===== config.mk =====
export PLATFORM = sky130hd
export DESIGN_NAME = length_prefixed_record_validator_flat
export DESIGN_NICKNAME = d
export VERILOG_FILES = /design/src/rtl/lprv_pkg.sv /design/src/rtl/lprv_channels.sv /design/src/rtl/length_prefixed_record_validator.sv /design/src/rtl/lprv_parser.sv /design/src/flat_wrapper.sv
export VERILOG_INCLUDE_DIRS = /design/src /design/src/rtl
export SDC_FILE = /design/constraint.sdc
export NUM_CORES = 1
export LEC_CHECK = 0
export ABC_CLOCK_PERIOD_IN_PS = 2800
export BUFFER_PORTS_ARGS = -buffer_cell sky130_fd_sc_hd__buf_2
export CAP_MARGIN = 20
export CORE_ASPECT_RATIO = 1.5
export CORE_MARGIN = 2
export CORE_UTILIZATION = 58
export CTS_CLUSTER_DIAMETER = 80
export CTS_CLUSTER_SIZE = 14
export DETAILED_ROUTE_END_ITERATION = 12
export PLACE_DENSITY = 0.79
export SKIP_CTS_REPAIR_TIMING = 1
export SYNTH_ARGS = -nofsm -noshare
export SYNTH_HDL_FRONTEND = slang
export SYNTH_HIERARCHICAL = 1
export SYNTH_SLANG_ARGS = --single-unit

===== constraint.sdc =====
create_clock -name clk -period 2.8 [get_ports clk]
set_input_delay 0.56 -clock clk [delete_from_list [all_inputs] [get_ports clk]]
set_output_delay 0.56 -clock clk [all_outputs]
set_load 0.01 [all_outputs]

===== src/rtl/length_prefixed_record_validator_defines.svh =====
// Assertion macros for the length-prefixed record validator.
`ifndef LENGTH_PREFIXED_RECORD_VALIDATOR_DEFINES_SVH
`define LENGTH_PREFIXED_RECORD_VALIDATOR_DEFINES_SVH

// Same-cycle implication, sampled on clk, off during rst.
`define LPRV_ASSERT_NOW(label, ante, cons, msg) \
  label: assert property (@(posedge clk) disable iff (rst) (ante) |-> (cons)) \
    else $error(msg);

// Next-cycle implication, sampled on clk, off during rst.
`define LPRV_ASSERT_NEXT(label, ante, cons, msg) \
  label: assert property (@(posedge clk) disable iff (rst) (ante) |=> (cons)) \
    else $error(msg);

`endif


===== src/rtl/lprv_pkg.sv =====
// Shared types and constants for the length-prefixed record validator.
package lprv_pkg;

  localparam logic [7:0] BYTE_NUL = 8'h00;
  localparam logic [7:0] BYTE_LF  = 8'h0A;
  localparam logic [7:0] BYTE_CR  = 8'h0D;

  localparam logic [1:0] LAST_FIELD = 2'd2;

  typedef enum logic [2:0] {
    ST_OK     = 3'd0,
    ST_TRUNC  = 3'd1,
    ST_EXTRA  = 3'd2,
    ST_EMPTY  = 3'd3,
    ST_FORBID = 3'd4
  } status_t;

  typedef struct packed {
    logic       byte_valid;
    logic [1:0] field_index;
    logic [7:0] field_byte;
    logic       done_res;
    status_t    status;
  } result_t;

endpackage


===== src/rtl/lprv_channels.sv =====
// Valid/ready channel interfaces for payload words and result words.
interface lprv_in_if;
  logic       valid;
  logic       ready;
  logic [7:0] in_byte;
  logic       last_byte;

  modport source (output valid, output in_byte, output last_byte, input ready);
  modport sink   (input valid, input in_byte, input last_byte, output ready);
endinterface

interface lprv_out_if;
  logic       valid;
  logic       ready;
  logic       byte_valid;
  logic [1:0] field_index;
  logic [7:0] field_byte;
  logic       done_res;
  logic [2:0] status;

  modport source (output valid, output byte_valid, output field_index, output field_byte,
                  output done_res, output status, input ready);
  modport sink   (input valid, input byte_valid, input field_index, input field_byte,
                  input done_res, input status, output ready);
endinterface


===== src/rtl/length_prefixed_record_validator.sv =====
// The result of an accepted word is registered as the word is taken and is offered in the next cycle.
// Throughput: one word per cycle; the single result register sets the pace,
// and a word is taken whenever that register is empty or being drained.
// Reset (rst, synchronous): parser returns to the first length byte of field 0
// with all error flags clear, and the result register is emptied.
// Top level of the length-prefixed record validator.
module length_prefixed_record_validator import lprv_pkg::*; #(
  parameter int LENGTH_BITS = 16
) (
  input logic        clk,
  input logic        rst,
  lprv_in_if.sink    bytes,
  lprv_out_if.source results
);

`include "length_prefixed_record_validator_defines.svh"

  logic    take;
  result_t res;
  logic    out_valid;
  result_t out_word;

  assign bytes.ready = !out_valid || results.ready;
  assign take        = bytes.valid && bytes.ready;

  lprv_parser #(.LENGTH_BITS(LENGTH_BITS)) u_parser (
    .clk       (clk),
    .rst       (rst),
    .take      (take),
    .in_byte   (bytes.in_byte),
    .last_byte (bytes.last_byte),
    .res       (res)
  );

  always_ff @(posedge clk) begin
    if (rst) begin
      out_valid <= 1'b0;
    end else if (bytes.ready) begin
      out_valid <= bytes.valid;
    end
  end

  always_ff @(posedge clk) begin
    if (take) out_word <= res;
  end

  assign results.valid       = out_valid;
  assign results.byte_valid  = out_word.byte_valid;
  assign results.field_index = out_word.field_index;
  assign results.field_byte  = out_word.field_byte;
  assign results.done_res    = out_word.done_res;
  assign results.status      = out_word.status;

  `LPRV_ASSERT_NEXT(a_take_gives_result, take, results.valid, "accepted word produced no result")
  `LPRV_ASSERT_NOW(a_status_only_done, results.valid && !results.done_res, results.status == ST_OK, "status set without done")
  `LPRV_ASSERT_NOW(a_field_index_range, results.valid && results.byte_valid, results.field_index != 2'd3, "field index out of range")
  `LPRV_ASSERT_NOW(a_idle_byte_zero, results.valid && !results.byte_valid, results.field_byte == 8'd0 && results.field_index == 2'd0, "non-body result carries a byte")

endmodule


===== src/rtl/lprv_parser.sv =====
// Field parser: state update and result for one payload word.
module lprv_parser import lprv_pkg::*; #(
  parameter int LENGTH_BITS = 16
) (
  input  logic       clk,
  input  logic       rst,
  input  logic       take,
  input  logic [7:0] in_byte,
  input  logic       last_byte,
  output result_t    res
);

  typedef enum logic [1:0] {
    PH_LEN_LO = 2'd0,
    PH_LEN_HI = 2'd1,
    PH_BODY   = 2'd2,
    PH_DONE   = 2'd3
  } phase_t;

  phase_t                 phase, phase_next;
  logic [1:0]             current_field, current_field_next;
  logic [LENGTH_BITS-1:0] bytes_left, bytes_left_next;
  logic [7:0]             length_low, length_low_next;
  logic                   empty_seen, empty_seen_next;
  logic                   forbidden_seen, forbidden_seen_next;
  logic                   extra_seen, extra_seen_next;

  logic [15:0]            len_word;
  logic [LENGTH_BITS-1:0] len;
  logic [LENGTH_BITS-1:0] left_dec;
  logic                   field_end;

  assign len_word = {in_byte, length_low};
  assign len      = len_word[LENGTH_BITS-1:0];
  assign left_dec = bytes_left - {{(LENGTH_BITS-1){1'b0}}, 1'b1};

  always_comb begin
    phase_next          = phase;
    current_field_next  = current_field;
    bytes_left_next     = bytes_left;
    length_low_next     = length_low;
    empty_seen_next     = empty_seen;
    forbidden_seen_next = forbidden_seen;
    extra_seen_next     = extra_seen;
    field_end           = 1'b0;
    res                 = '0;

    unique case (phase)
      PH_LEN_LO: begin
        length_low_next = in_byte;
        phase_next      = PH_LEN_HI;
      end
      PH_LEN_HI: begin
        if (len == '0) begin
          empty_seen_next = 1'b1;
          field_end       = 1'b1;
        end else begin
          bytes_left_next = len;
          phase_next      = PH_BODY;
        end
      end
      PH_BODY: begin
        res.byte_valid  = 1'b1;
        res.field_index = current_field;
        res.field_byte  = in_byte;
        if (in_byte == BYTE_NUL || in_byte == BYTE_LF || in_byte == BYTE_CR)
          forbidden_seen_next = 1'b1;
        bytes_left_next = left_dec;
        if (left_dec == '0) field_end = 1'b1;
      end
      PH_DONE: begin
        extra_seen_next = 1'b1;
      end
      default: ;
    endcase

    if (field_end) begin
      if (current_field >= LAST_FIELD) begin
        phase_next = PH_DONE;
      end else begin
        current_field_next = current_field + 2'd1;
        phase_next         = PH_LEN_LO;
      end
    end

    if (last_byte) begin
      res.done_res = 1'b1;
      priority if (phase_next != PH_DONE) res.status = ST_TRUNC;
      else if (extra_seen_next)           res.status = ST_EXTRA;
      else if (empty_seen_next)           res.status = ST_EMPTY;
      else if (forbidden_seen_next)       res.status = ST_FORBID;
      else                                res.status = ST_OK;
    end
  end

  always_ff @(posedge clk) begin
    if (rst) begin
      phase          <= PH_LEN_LO;
      current_field  <= 2'd0;
      empty_seen     <= 1'b0;
      forbidden_seen <= 1'b0;
      extra_seen     <= 1'b0;
    end else if (take) begin
      if (last_byte) begin
        phase          <= PH_LEN_LO;
        current_field  <= 2'd0;
        empty_seen     <= 1'b0;
        forbidden_seen <= 1'b0;
        extra_seen     <= 1'b0;
      end else begin
        phase          <= phase_next;
        current_field  <= current_field_next;
        empty_seen     <= empty_seen_next;
        forbidden_seen <= forbidden_seen_next;
        extra_seen     <= extra_seen_next;
      end
    end
  end

  // Always written before being read, so no reset.
  always_ff @(posedge clk) begin
    if (take) begin
      bytes_left <= bytes_left_next;
      length_low <= length_low_next;
    end
  end

endmodule


===== src/flat_wrapper.sv =====
// flat-port wrapper written by rule: the top's interface ports become plain ports
module length_prefixed_record_validator_flat import lprv_pkg::*;
#(
  parameter int LENGTH_BITS = 16
)
  (clk, rst, bytes_valid, bytes_in_byte, bytes_last_byte, bytes_ready, results_valid, results_byte_valid, results_field_index, results_field_byte, results_done_res, results_status, results_ready);
  lprv_in_if bytes_i ();
  lprv_out_if results_i ();
  input logic clk;
  input logic rst;
  input wire logic [$bits(bytes_i.valid)-1:0] bytes_valid;
  input wire logic [$bits(bytes_i.in_byte)-1:0] bytes_in_byte;
  input wire logic [$bits(bytes_i.last_byte)-1:0] bytes_last_byte;
  output wire logic [$bits(bytes_i.ready)-1:0] bytes_ready;
  output wire logic [$bits(results_i.valid)-1:0] results_valid;
  output wire logic [$bits(results_i.byte_valid)-1:0] results_byte_valid;
  output wire logic [$bits(results_i.field_index)-1:0] results_field_index;
  output wire logic [$bits(results_i.field_byte)-1:0] results_field_byte;
  output wire logic [$bits(results_i.done_res)-1:0] results_done_res;
  output wire logic [$bits(results_i.status)-1:0] results_status;
  input wire logic [$bits(results_i.ready)-1:0] results_ready;
  assign bytes_i.valid = bytes_valid;
  assign bytes_i.in_byte = bytes_in_byte;
  assign bytes_i.last_byte = bytes_last_byte;
  assign bytes_ready = bytes_i.ready;
  assign results_valid = results_i.valid;
  assign results_byte_valid = results_i.byte_valid;
  assign results_field_index = results_i.field_index;
  assign results_field_byte = results_i.field_byte;
  assign results_done_res = results_i.done_res;
  assign results_status = results_i.status;
  assign results_i.ready = results_ready;
  length_prefixed_record_validator #(.LENGTH_BITS(LENGTH_BITS)) u_core (.clk(clk), .rst(rst), .bytes(bytes_i), .results(results_i));
endmodule

==> impl_metrics.env <==
export IMPL_cts_tree="yes"
export IMPL_ys_ff_latch=47
export IMPL_fin_crit_ns=2.63
export IMPL_grt_max_degree=45
export IMPL_initial_core_util_pct=59.7
export IMPL_place_ws_ns=0.153
export IMPL_diodes=0
export IMPL_crit_type="reg -> reg"
export IMPL_grt_pass1_vias=1885
export IMPL_yosysSeqAreaShare_pct=53.4
export IMPL_antenna_found_initial=0
export IMPL_synthesis_area_mm2=0.00249
export IMPL_clk_latency_ns=0.31
export IMPL_synth_xor_area_share_pct=4.22
export IMPL_power_density_mw_per_mm2=491
export IMPL_drt_iter0_markers=91
export IMPL_grt_first_pass_wirelength_um=8850
export IMPL_critPathCaptureType="register"
export IMPL_tns_ns=0
export IMPL_critPathArrivalTime_ns=2.77
export IMPL_path_clk_slew_ns=0.09
export IMPL_gp_congestion=0.900
export IMPL_synth_top_family_by_area="simple AND/OR/NAND/NOR gates"
export IMPL_skew_ns=0.0110
export IMPL_ys_types=50
export IMPL_async_flop_share_pct=0
export IMPL_ir_worst_vdd_mv=0.558
export IMPL_totalWireLength_um=5220
export IMPL_die_x_um=57.5
export IMPL_fmaxAchievable_ghz=0.380
export IMPL_dr_pass1_iters=4
export IMPL_crit_chain="inv_1, ha_1, nor3b_4, nand2_2, or3_1, o2111a_2, a41oi_4, a21oi_2, nor4b_2"
export IMPL_cts_made_buffers=5
export IMPL_netlist_instances=222
export IMPL_clock_sinks=47
export IMPL_outcome="completed"
export IMPL_report_final_slew_viol_count=0
export IMPL_synth_compound_area_share_pct=11.7
export IMPL_routed_via_density=5.95
export IMPL_top_level_ports=30
export IMPL_critPathMaxStageDelay_ns=0.45
export IMPL_relSlewSlack_pct=71.0
export IMPL_grtUsageTotal_pct=23.9
export IMPL_yosysWarnings=6
export IMPL_leakagePower_uw=0.00104
export IMPL_layout_drive_gt1_share_pct=23.7
export IMPL_final_cell_count_no_fill=303
export IMPL_rsz0062_at_grt="false"
export IMPL_final_antenna_net_count=0
export IMPL_fp_dieH_um=84.3
export IMPL_maxCapViolCount=0
export IMPL_period_share_pct=94.0
export IMPL_synthFlopType="edfxtp_1"
export IMPL_synthSimpleGateAreaFrac_pct=23.2
export IMPL_clock_path_buffers=2
export IMPL_avgSynthCellArea_um2=11.2
export IMPL_placed_cell_area_mm2=0.00269
export IMPL_drc=0
export IMPL_grt_overflow_total=0
export IMPL_setup_viol=0
export IMPL_synth_edf_count=39
export IMPL_vias=1802
export IMPL_portBuffers=29
export IMPL_finalNetCount=276
export IMPL_final_hold_violation_count=0
export IMPL_critPathMaxFanout=5
export IMPL_fin_area_mm2=0.00278
export IMPL_slowest_stage="edfxtp_1"
export IMPL_min_path_type="reg -> reg"
export IMPL_syn_to_final_growth_pct=11.7
export IMPL_fill_cells=333
export IMPL_synthMuxAreaShare_pct=0.904
export IMPL_core_rowCount=29
export IMPL_synth_adder_area_share_pct=3.51
export IMPL_avgRoutedWirePerCell_um=17.2
export IMPL_htreeDepth=2
export IMPL_layout_setup_ws_ns=0.168
export IMPL_critPathLaunchType="register"
export IMPL_worst_pin_slew_ns=0.431
export IMPL_cp_required_ns=2.94
export IMPL_synth_nets=242
export IMPL_die_area_mm2=0.00485
export IMPL_holdWs_ns=0.485
export IMPL_hpwl_um=3830
export IMPL_placedCellCount=294
export IMPL_clockRootBuffer="clkbuf_8"
export IMPL_fp_coreArea_mm2=0.00417
-- critical path: cells and delay by family, from the launching register on --
kind,cells,cell delay (ns)
flip-flops,1,0.45
buffers and inverters,1,0.10
adder cells (fa/ha/maj),1,0.20
AND/OR/NAND/NOR,4,1.10
AO/OA/AOI/OAI,3,0.62
-- flip-flops by register name, summed over array words and instances (netlist names) --
name                            count
u_core/results.field_index          2
u_core/u_parser/extra_seen          1
u_core/u_parser/length_low          8
u_core/u_parser/bytes_left         16
u_core/results.status               3
u_core/u_parser/phase               2
u_core/u_parser/forbidden_seen      1
u_core/u_parser/empty_seen          1
u_core/results.byte_valid           1
u_core/results.done_res             1
u_core/results.valid                1
u_core/u_parser/current_field       2
u_core/results.field_byte           8
-- placed cells by master (no fill, tap or decap), types with 2 or more instances in the layout --
cell type and instances:
a2bb2oi_1 2, inv_1 10, a21oi_2 2, o2bb2ai_1 2
buf_4 5, xor2_1 6, nor3_2 2, nand4_1 3
nand3_1 4, a31oi_1 5, clkbuf_8 5, ha_1 7
nor2_1 29, nand2_2 2, or3_1 2, and2_1 11
a21oi_1 19, xnor2_1 6, nand2_1 9, nor4b_1 2
and3_1 3, nor3_1 4, dfxtp_1 8, nor4_1 5
edfxtp_1 39, a21o_1 2, nor2b_1 3, mux2_2 2
o21ai_0 5, buf_2 29, nand3b_1 2
-- layer usage --
layer / wire, µm / GRT usage, % / vias to the layer above
li1: - / - / 877
met1: 1930 / 26.5 / 868
met2: 2980 / 44.0 / 48
met3: 211 / 3.85 / 9
met4: 102 / 9.51 / 0
met5: 0 / 0 / -
-- where the power goes --
group	leakage (µW)	internal [µW]	total [µW]	switching, µW
combinational	0.000559	55.4	146	90.4
clock	0.0000418	174	407	233
sequential	0.000438	794	815	20.9
-- worst paths after layout --
kind | start | endpoint | slack [ns] | cells after the start
max | u_core/u_parser/bytes_left[0] | u_core/results.status[2] | 0.17 | 9
min | u_core/u_parser/forbidden_seen | u_core/u_parser/forbidden_seen | 0.49 | 2
max reg2reg | u_core/u_parser/bytes_left[0] | u_core/results.status[2] | 0.17 | 9
min reg2reg | u_core/u_parser/forbidden_seen | u_core/u_parser/forbidden_seen | 0.49 | 2
-- final cells by class --
class	instances	area, µm²	share of cell area [%]
clock inverter	3	20.0	0.719
clock buffer	5	68.8	2.47
sequential	47	1330	47.8
tap	46	57.6	2.07
timing repair buffer	34	183	6.56
inverter	10	37.5	1.35
multi-input combinational	158	1090	39.0
-- cell usage after synthesis (2+ instances only) --
master     instances  area (µm²)
edfxtp_1          39        1170
nor2_1            29         109
a21oi_1           19        95.1
and2_1            11        68.8
inv_1             10        37.5
nand2_1            9        33.8
dfxtp_1            8         160
ha_1               7        87.6
xnor2_1            6        52.6
xor2_1             6        52.6
a31oi_1            5        31.3
clkbuf_1           5        18.8
nor4_1             5        31.3
o21ai_0            5        25.0
nand3_1            4        20.0
nor3_1             4        20.0
and3_1             3        18.8
nand4_1            3        18.8
nor2b_1            3        18.8
a21o_1             2        15.0
a21oi_2            2        17.5
a2bb2oi_1          2        17.5
mux2_2             2        22.5
nand2_2            2        12.5
nand3b_1           2        15.0
nor3_2             2        20.0
nor4b_1            2        17.5
o2bb2ai_1          2        17.5
or3_1              2        12.5
-- cell families after synthesis --
family,after synthesis
compound gates,42
xor+xnor,12
fa+ha+maj,7
buf+inv,17
flops,47
mux,2
simple gates,95
-- through the flow --
stage / util [%] / power, µW
after floorplan: - / 920
after global placement: 64.4 / 972
after CTS: 66.5 / 1380
after detailed placement: 64.4 / 977
after global routing: 66.7 / 1420
final: 66.7 / 1370
Note: power is estimated with default switching activity, not from simulation.
